### config.mk
export PLATFORM = sky130hd
export DESIGN_NAME = blc_cell
export DESIGN_NICKNAME = d
export VERILOG_FILES = /design/src/design/blc_pkg.sv /design/src/design/blc_cell.sv
export SDC_FILE = /design/constraint.sdc
export NUM_CORES = 1
export LEC_CHECK = 0
export BUFFER_PORTS_ARGS = -buffer_cell sky130_fd_sc_hd__buf_2
export CORE_UTILIZATION = 53
export CTS_CLUSTER_DIAMETER = 200
export DETAILED_ROUTE_END_ITERATION = 7
export PLACE_DENSITY = 0.85
export SLEW_MARGIN = 20
export SYNTH_ARGS = -nofsm -noshare
export SYNTH_HDL_FRONTEND = slang
export SYNTH_SLANG_ARGS = --single-unit
### constraint.sdc
create_clock -name clk_i -period 16.41 [get_ports clk_i]
set_input_delay 3.282 -clock clk_i [delete_from_list [all_inputs] [get_ports clk_i]]
set_output_delay 3.282 -clock clk_i [all_outputs]
set_load 0.02 [all_outputs]
### src/design/blc_pkg.sv
// Shared constants, codes and types for the breakpoint cell locator.
package blc_pkg;

  localparam int DefMaxDims   = 4;
  localparam int DefMaxPoints = 64;

  localparam int ValW    = 63;
  localparam int CellW   = 7;
  localparam int StatusW = 2;
  localparam int OpW     = 2;
  localparam int DimInW  = 2;

  localparam logic signed [ValW-1:0] PosInf = 63'sh3FFF_FFFF_FFFF_FFFF;
  localparam logic signed [ValW-1:0] NegInf = -PosInf;

  localparam logic [OpW-1:0] OpClear  = 2'd0;
  localparam logic [OpW-1:0] OpInsert = 2'd1;
  localparam logic [OpW-1:0] OpLookup = 2'd2;

  localparam logic [StatusW-1:0] StatusOk    = 2'd0;
  localparam logic [StatusW-1:0] StatusFull  = 2'd1;
  localparam logic [StatusW-1:0] StatusEmpty = 2'd2;

  // Control broadcast to every cell of the row.
  typedef struct packed {
    logic                   cmp_en;
    logic                   wr_en;
    logic signed [ValW-1:0] value;
  } cell_ctl_t;

endpackage

### src/design/blc_cell.sv
// One breakpoint slot: holds entry k of every dimension, compares and shifts.
module blc_cell #(
  parameter int MAX_DIMS = blc_pkg::DefMaxDims,
  parameter int DimW     = 2
) (
  input  logic                           clk_i,
  input  logic                           rst_ni,
  input  blc_pkg::cell_ctl_t             ctl_i,
  input  logic [DimW-1:0]                dim_i,
  input  logic                           valid_i,
  input  logic                           left_lt_i,
  input  logic signed [blc_pkg::ValW-1:0] left_entry_i,
  output logic                           lt_o,
  output logic                           eq_o,
  output logic signed [blc_pkg::ValW-1:0] entry_o
);
  import blc_pkg::*;

  logic signed [ValW-1:0] entries_q [MAX_DIMS];
  logic                   lt_q;
  logic                   eq_q;

  assign entry_o = entries_q[dim_i];
  assign lt_o    = valid_i & lt_q;
  assign eq_o    = valid_i & eq_q;

  always_ff @(posedge clk_i or negedge rst_ni) begin
    if (!rst_ni) begin
      lt_q <= 1'b0;
      eq_q <= 1'b0;
    end else if (ctl_i.cmp_en) begin
      lt_q <= entry_o < ctl_i.value;
      eq_q <= entry_o == ctl_i.value;
    end
  end

  // Slots at or past the insert position take the new value or their left neighbor.
  always_ff @(posedge clk_i) begin
    if (ctl_i.wr_en && !lt_o) begin
      entries_q[dim_i] <= left_lt_i ? ctl_i.value : left_entry_i;
    end
  end

endmodule

[Word level (Yosys, flattened, before mapping)]
Memory sizes are Yosys's and may differ from the RTL's.
Index checks and enable logic that the tools add are counted.
Operators by class
  $add $sub $neg: 0
  multipliers: 0
  div/mod/pow operators: 0
  order comparisons: 1
  equality and inequality tests: 1
  shifts and indexed selects: 0
  muxes and demuxes: 3
  bitwise gates (word level): 2
  reductions and logical operators: 2
Operators by type and width (count)
  63-bit equality test: 1
  63-bit less-than comparator: 1
  63-bit two-way mux: 1
  1-bit bitwise AND: 2
  1-bit two-way mux: 2
  1-bit logical AND: 1
  1-bit zero test: 1
Storage, ports and cells
  flip-flop bits (word level): 2
  latch bits: 0
  RAM bits: 252
  ROM bits: 0
  input port bits: 134
  output and inout bits: 65
  word-level logic and storage cells: 12
  memories kept: 1
Memories
  entries_q: words 4, width 63, read ports 1, clocked after memory_dff 0, write ports 1, RTL line blc_cell.sv:19  | logic signed [ValW-1:0] entries_q [MAX_DIMS];

[Logic depth before layout (Yosys ltp)]
Gate-level depths: netlist of the first run.
  word-level depth: 5
  mapped depth: 10
  depth with buffers taken out: 9

[Worst setup path after synthesis of the first run]
Ideal clock, no wire load.
  path kind: input to register
  start point: input port dim_i[1]
  end point: memory entries_q[2][0], enable pin
  setup time: 562 ps
  arrival: 8226 ps
  required time: 15848 ps
  slack: 7622 ps
  stages on the path: 4
  buffers on the path: 2
  cell sequence: buf_2 -> buf_1 -> inv_1 -> nor3_1
RTL lines
  start, declared: RTL line blc_cell.sv:9  | input logic [DimW-1:0] dim_i,
  end, declared: RTL line blc_cell.sv:19
Straight into the memory's write port.

[Final worst setup path of the first run]
  start point: input port dim_i[0]
  end point: output port entry_o[21] in the netlist's numbering
On the way
  cells in the longest elaborated chain, start to end: 1
RTL lines
  memory 4 x 63 bit
  end, declared: RTL line blc_cell.sv:15  | output logic signed [blc_pkg::ValW-1:0] entry_o
Every way passes these cells.

==> results of run 1 <==
[cells by family after synthesis]
logic type | synth area share
compound gates | 0.02733
simple gates | 0.02874
fa+ha+maj | 0.06832
mux | 0.1845
buf+inv | 0.03091
flops | 0.6602
[layout make-up]
cell class,count,share of cell area
diodes,1,0.0001843
clock inverters,13,0.004700
multi-input cells,304,0.2643
repair buffers,207,0.07815
well taps,275,0.02534
inverters,68,0.01880
clock buffers,30,0.04746
flip-flops and latches,254,0.5611
[worst min-delay path, cell delays in order, from the launching register on]
cell and delay, ns:
dfrtp_1 0.35, nand2b_1 0.06, o31ai_1 0.06
[placed cells by master, fill, tap and decap left out, types with 8 or more instances in the layout]
master	n
a21oi_1	25
buf_2	197
buf_4	10
clkbuf_16	25
edfxtp_1	252
ha_1	63
inv_1	68
mux2_2	63
mux4_2	63
nand2_1	21
nand4_1	10
nor2_1	8
o21ai_0	9
[per-layer routing]
layer  up-vias  share of wire  global-route usage
li1       2991              -                   -
met1      3236           0.42              0.2829
met2       229           0.50              0.3708
met3        37          0.062             0.03841
met4         0          0.018             0.05408
met5         -              0                   0
[state kept, by name (all words and copies together), names as in the netlist]
register / count
eq_q: 1
lt_q: 1
entries_q: 252
[per-stage QoR]
stage                     cells  total power (W)  area [um2]  hold slack [ns]
after floorplan             647        0.0008803       11540           0.4484
after global placement     1108        0.0009382       12870           0.5051
after detailed placement   1108        0.0009438       12870           0.4931
after CTS                  1151         0.001441       13570           0.5081
after global routing       1151         0.001479       13570           0.5286
final                      1152         0.001431       13580           0.5039
[Yosys cell counts]
cell type	instances	share of area
buf_2	9	0.0039
a21oi_1	25	0.011
nand3b_1	1	0.00065
buf_1	4	0.0013
and2_1	1	0.00054
dfrtp_1	2	0.0043
a221oi_1	2	0.0015
o21ai_0	9	0.0039
nand2b_2	1	0.00076
ha_1	63	0.068
o211ai_1	1	0.00065
nand3_1	4	0.0017
nor2_1	10	0.0033
nand2b_1	1	0.00054
nor4_1	1	0.00054
inv_1	68	0.022
a2111oi_1	1	0.00087
o22ai_1	1	0.00054
o21ai_1	2	0.00087
a211oi_1	3	0.0020
nor4_2	1	0.0011
o31ai_1	2	0.0013
or2b_1	1	0.00065
nand4_2	3	0.0033
o22a_1	1	0.00076
nor3_1	6	0.0026
nor3_2	1	0.00087
clkbuf_1	5	0.0016
edfxtp_1	252	0.66
mux4_2	63	0.12
a21o_1	5	0.0033
buf_4	3	0.0020
mux2_2	63	0.061
a311o_1	1	0.00087
nand2_1	21	0.0068
nand4_1	10	0.0054
[power breakdown]
group          internal, W  total (W)  switching [W]
combinational    0.0000739   0.000178       0.000104
sequential        0.000746   0.000751     0.00000531
clock             0.000278   0.000503       0.000225
total              0.00110    0.00143       0.000334
[worst paths after layout]
check                               to              from  cells past startpoint  slack [ns]
min reg2reg                       eq_q              eq_q                      2        0.50
min                               eq_q              eq_q                      2        0.50
max                        entry_o[21]          dim_i[0]                      4        7.79
max reg2reg                       lt_q  entries_q[3][10]                      8       13.71
max in group asynchronous         lt_q            rst_ni                      1       13.76
min in group asynchronous         eq_q            rst_ni                      1        2.55
==> out/results.tsv, run 1 <==
stage	metric	value	unit
route	first_iter_violations	276	
setup_path	critical_path_class	in2out	
setup_path	worstPathArrival	5.34	ns
sta	slew_headroom	0.3234	
setup_path	worst-path-buf-inv	3	
place	dpl.hpwl	15.77	mm
route	num_vias	6493	
final_layout	finalNetCount	1057	
sta	fin_setup_tns	0	ns
setup_path	start_kind	input pin	
setup_path	path_cells	buf_4 > buf_4 > mux4_2 > buf_2	
synthesis	syn_avg_cell_area	17.83	um2
die	coreArea	21150	um2
clock_tree	clkSinkCount	254	
route	detail-route-antenna-nets	0	
route	drc	0	
final_layout	final.fill_count	1464	
route	firstDrtPassIters	4	
clock_tree	cts_resized	0	
route	vias_per_cell	5.636	
die	core.rowCount	53	
clock_tree	cts_tree	yes	
synthesis	seq_area_frac_synth	0.6602	
sta	finalSetupViolations	0	
setup_path	required	13.13	ns
clock_tree	hold_buffers	0	
final_layout	multiInputGateArea	3588	um2
place	place.gp.congestion	0.8145	
final_layout	drive_above_1_share	0.4292	
clock_tree	clk_pin_slew	0.06	ns
final_layout	layout.area.seq	7617	um2
route	routed_wl	23.32	mm
hold_path	hold_path_class	reg2reg	
sta	period_needed	8.624	ns
flow_run	cap_viol_max_count	0	
setup_path	cpPeakStageDelay	0.71	ns
die	fp.dieW	149.5	um
sta	timing.fmax	116.0	MHz
sta	hold_viol	0	
sta	tightestPinTransition	1.013	ns
grt	antenna_found_initial	1	
sta	layout_setup_ws	7.786	ns
sta	rsz0062_at_grt	false	
grt	grt_pass1_wl	36.38	mm
grt	grt_pass1_vias	6905	
synthesis	synth-seq-cells	254	
die	dieArea	22360	um2
clock_tree	clock_latency	0.51	ns
final_layout	fin_util	0.6418	
outcome	outcome	complete, no violations	
synthesis	synth.distinct_cells	36	
place	pre_cts_ws	7.706	ns
route	wl_per_cell	20.24	um
grt	overflow	0	
die	start_util	0.5454	
clock_tree	htree_levels	1	
setup_path	cp-end-kind	primary output	
synthesis	synthCells	647	
sta	finClkSkew	0.01417	ns
grt	grt_usage	0.2151	
power	p_leak	5.233	nW
synthesis	synth_area	11540	um2
setup_path	cpMaxStageDelayCell	buf_4	
power	ir_drop	91.09	uV
clock_tree	cts_made_buffers	25	
die	die_y	149.5	um
synthesis	synth_nets	844	
sta	slew_viol_final	0	
synthesis	synth_warnings	0	
clock_tree	postCtsSetupRepairBufs	0	
sta	post-route-period-util	0.5255	
setup_path	critPathTopFamily	buffers and inverters	
place	io_buffers	198	
die	io_pins	199	
final_layout	area_delta_synth_final	17.68	%
power	powerDensity	105.4	nW/um2
setup_path	critPathMostFrequentCell	buf_4	
setup_path	crit_fanout	37	
clock_tree	cts_root_buf	clkbuf_16	
clock_tree	cts_max_path_buffers	3	
grt	grt_max_degree	67	
(Power assumes the default switching activity.)
==> run 2, diff against run 1 <==
- clock period: 16.41 -> 8.3 ns (I/O delays scaled with it)
==> run 2 against run 1 <==
  * Design area grew 1.4%
  * Via count grew 2.0%
  * Clock-buffer cell count shrank 2
  * Register-to-register slack lost 8.2 ns
  * Wire length grew 1.2%
  * Setup slack lost 4.8 ns
  * Clock power grew 140%
  * Combinational power grew 99%
  * Utilization grew 0.88 points
  * Total power grew 110%
  * Final cell count grew 0.43%
  * Critical endpoint is now entry_o[40]
  * Largest power group unchanged
==> out/results.tsv, run 2 (synthesis gave the netlist of run 1 again) <==
stage	metric	value	unit
power	p_int	0.002342	W
route	firstDrtPassIters	4	
clock_tree	clkSinkCount	254	
clock_tree	hold_buffers	0	
sta	rsz0062_at_grt	false	
final_layout	largest_reg_flops	252	
die	core.rowCount	53	
die	start_util	0.5454	
place	io_buffers	198	
sta	fin_setup_tns	0	ns
power	ir_drop	268.3	uV
sta	slew_viol_final	0	
die	coreArea	21150	um2
power	powerDensity	220.9	nW/um2
route	drc	0	
setup_path	cp-end-kind	primary output	
route	wl_per_cell	20.40	um
setup_path	worstPathArrival	3.70	ns
setup_path	required	6.64	ns
final_layout	finalNetCount	1058	
clock_tree	cts_resized	0	
sta	timing.fmax	186.6	MHz
power	pwr-share-comb	0.116	
route	num_vias	6626	
route	first_iter_violations	399	
sta	layout_setup_ws	2.942	ns
place	pre_cts_ws	2.856	ns
place	dpl.hpwl	15.71	mm
clock_tree	cts_tree	yes	
die	io_pins	199	
power	share_seq_of_total_power	0.488	
clock_tree	cts_max_path_buffers	3	
power	p_sw	0.0006988	W
place	place.gp.congestion	0.8012	
clock_tree	clock_latency	0.52	ns
clock_tree	htree_levels	1	
die	dieArea	22360	um2
grt	antenna_found_initial	1	
setup_path	start_kind	input pin	
route	detail-route-antenna-nets	0	
hold_path	hold_path_class	reg2reg	
clock_tree	cts_root_buf	clkbuf_16	
setup_path	crit_fanout	35	
die	die_y	149.5	um
sta	post-route-period-util	0.6455	
outcome	outcome	complete, no violations	
power	p_sw_frac	0.2298	
final_layout	drive_above_1_share	0.4404	
sta	finClkSkew	0.01218	ns
final_layout	layout_commonest_cell	edfxtp_1	
power	pwr-share-clk	0.395	
final_layout	reg_top3	entries_q x252, eq_q x1, lt_q x1	
clock_tree	clk_pin_slew	0.06	ns
final_layout	top_register	entries_q	
grt	grt_pass1_vias	6802	
setup_path	critical_path_class	in2out	
sta	slew_headroom	0.3147	
clock_tree	postCtsSetupRepairBufs	0	
die	fp.dieW	149.5	um
final_layout	area_delta_synth_final	19.28	%
sta	period_needed	5.358	ns
power	p_leak	5.324	nW
grt	grt_pass1_wl	36.51	mm
route	vias_per_cell	5.727	
grt	grt_usage	0.2178	
grt	overflow	0	
clock_tree	cts_made_buffers	27	
sta	finalSetupViolations	0	
final_layout	fin_util	0.6506	
sta	tightestPinTransition	1.022	ns
route	routed_wl	23.60	mm
grt	grt_max_degree	64	
flow_run	cap_viol_max_count	0	
sta	hold_viol	0	
final_layout	mostFrequentLayoutCells	edfxtp_1, buf_2, inv_1	
[run 2: changes by cell type in the layout (fill, tap and decap cells not counted), sizes merged]
cell,delta
bufinv,+4
clkbuf,-2
clkinv,+2
buf,-1
clkinvlp,+1
inv,+1
[run 2: cell type report]
cell class                      instances  area (um2)
Timing Repair Buffer                  206        1054
Fill cell                            1433        7392
Antenna cell                            1       2.502
Clock inverter                         21       221.5
Clock buffer                           28       679.4
Multi-Input combinational cell        304        3588
Inverter                               68       255.2
Sequential cell                       254        7617
Tap cell                              275       344.1
[run 2: final timing paths]
kind                                   from     endpoint  slack (ns)  cells past startpoint
max in group asynchronous            rst_ni         lt_q        7.27                      1
setup / recovery                   dim_i[0]  entry_o[40]        2.94                      4
hold reg to reg                        eq_q         eq_q        0.58                      2
hold / removal                         eq_q         eq_q        0.58                      2
min in group asynchronous            rst_ni         eq_q        0.93                      1
setup reg to reg           entries_q[3][26]         lt_q        5.51                      8
[run 2: stage by stage]
step / hold slack (ns) / instances / instance area [um2] / total power, W
finish: 0.5791 / 1157 / 13760 / 0.003041
global route: 0.5759 / 1156 / 13760 / 0.003146
global placement: 0.5125 / 1107 / 12860 / 0.001855
CTS: 0.5772 / 1156 / 13760 / 0.003063
floorplan: 0.4484 / 647 / 11540 / 0.001740
detailed placement: 0.5626 / 1107 / 12860 / 0.001866
[run 2: layer usage]
metal / global-route usage / share of wire / vias up
met4: 0.05969 / 0.021 / 0
li1: - / - / 3012
met2: 0.3597 / 0.49 / 242
met5: 0 / 0 / -
met3: 0.03720 / 0.062 / 47
met1: 0.2999 / 0.43 / 3325
[run 2: worst max-delay path: stages]
cell	delay [ns]
buf_4	0.49
buf_4	0.69
mux4_2	0.64
buf_2	0.19
[run 2: power groups by stage]
stage | Clock, W | Sequential [W] | Combinational (W)
after floorplan | 0 | 0.00151 | 0.000229
after global placement | 0 | 0.00151 | 0.000345
after detailed placement | 0 | 0.00151 | 0.000354
after CTS | 0.00122 | 0.00149 | 0.000358
after global routing | 0.00127 | 0.00149 | 0.000390
final | 0.00120 | 0.00148 | 0.000354
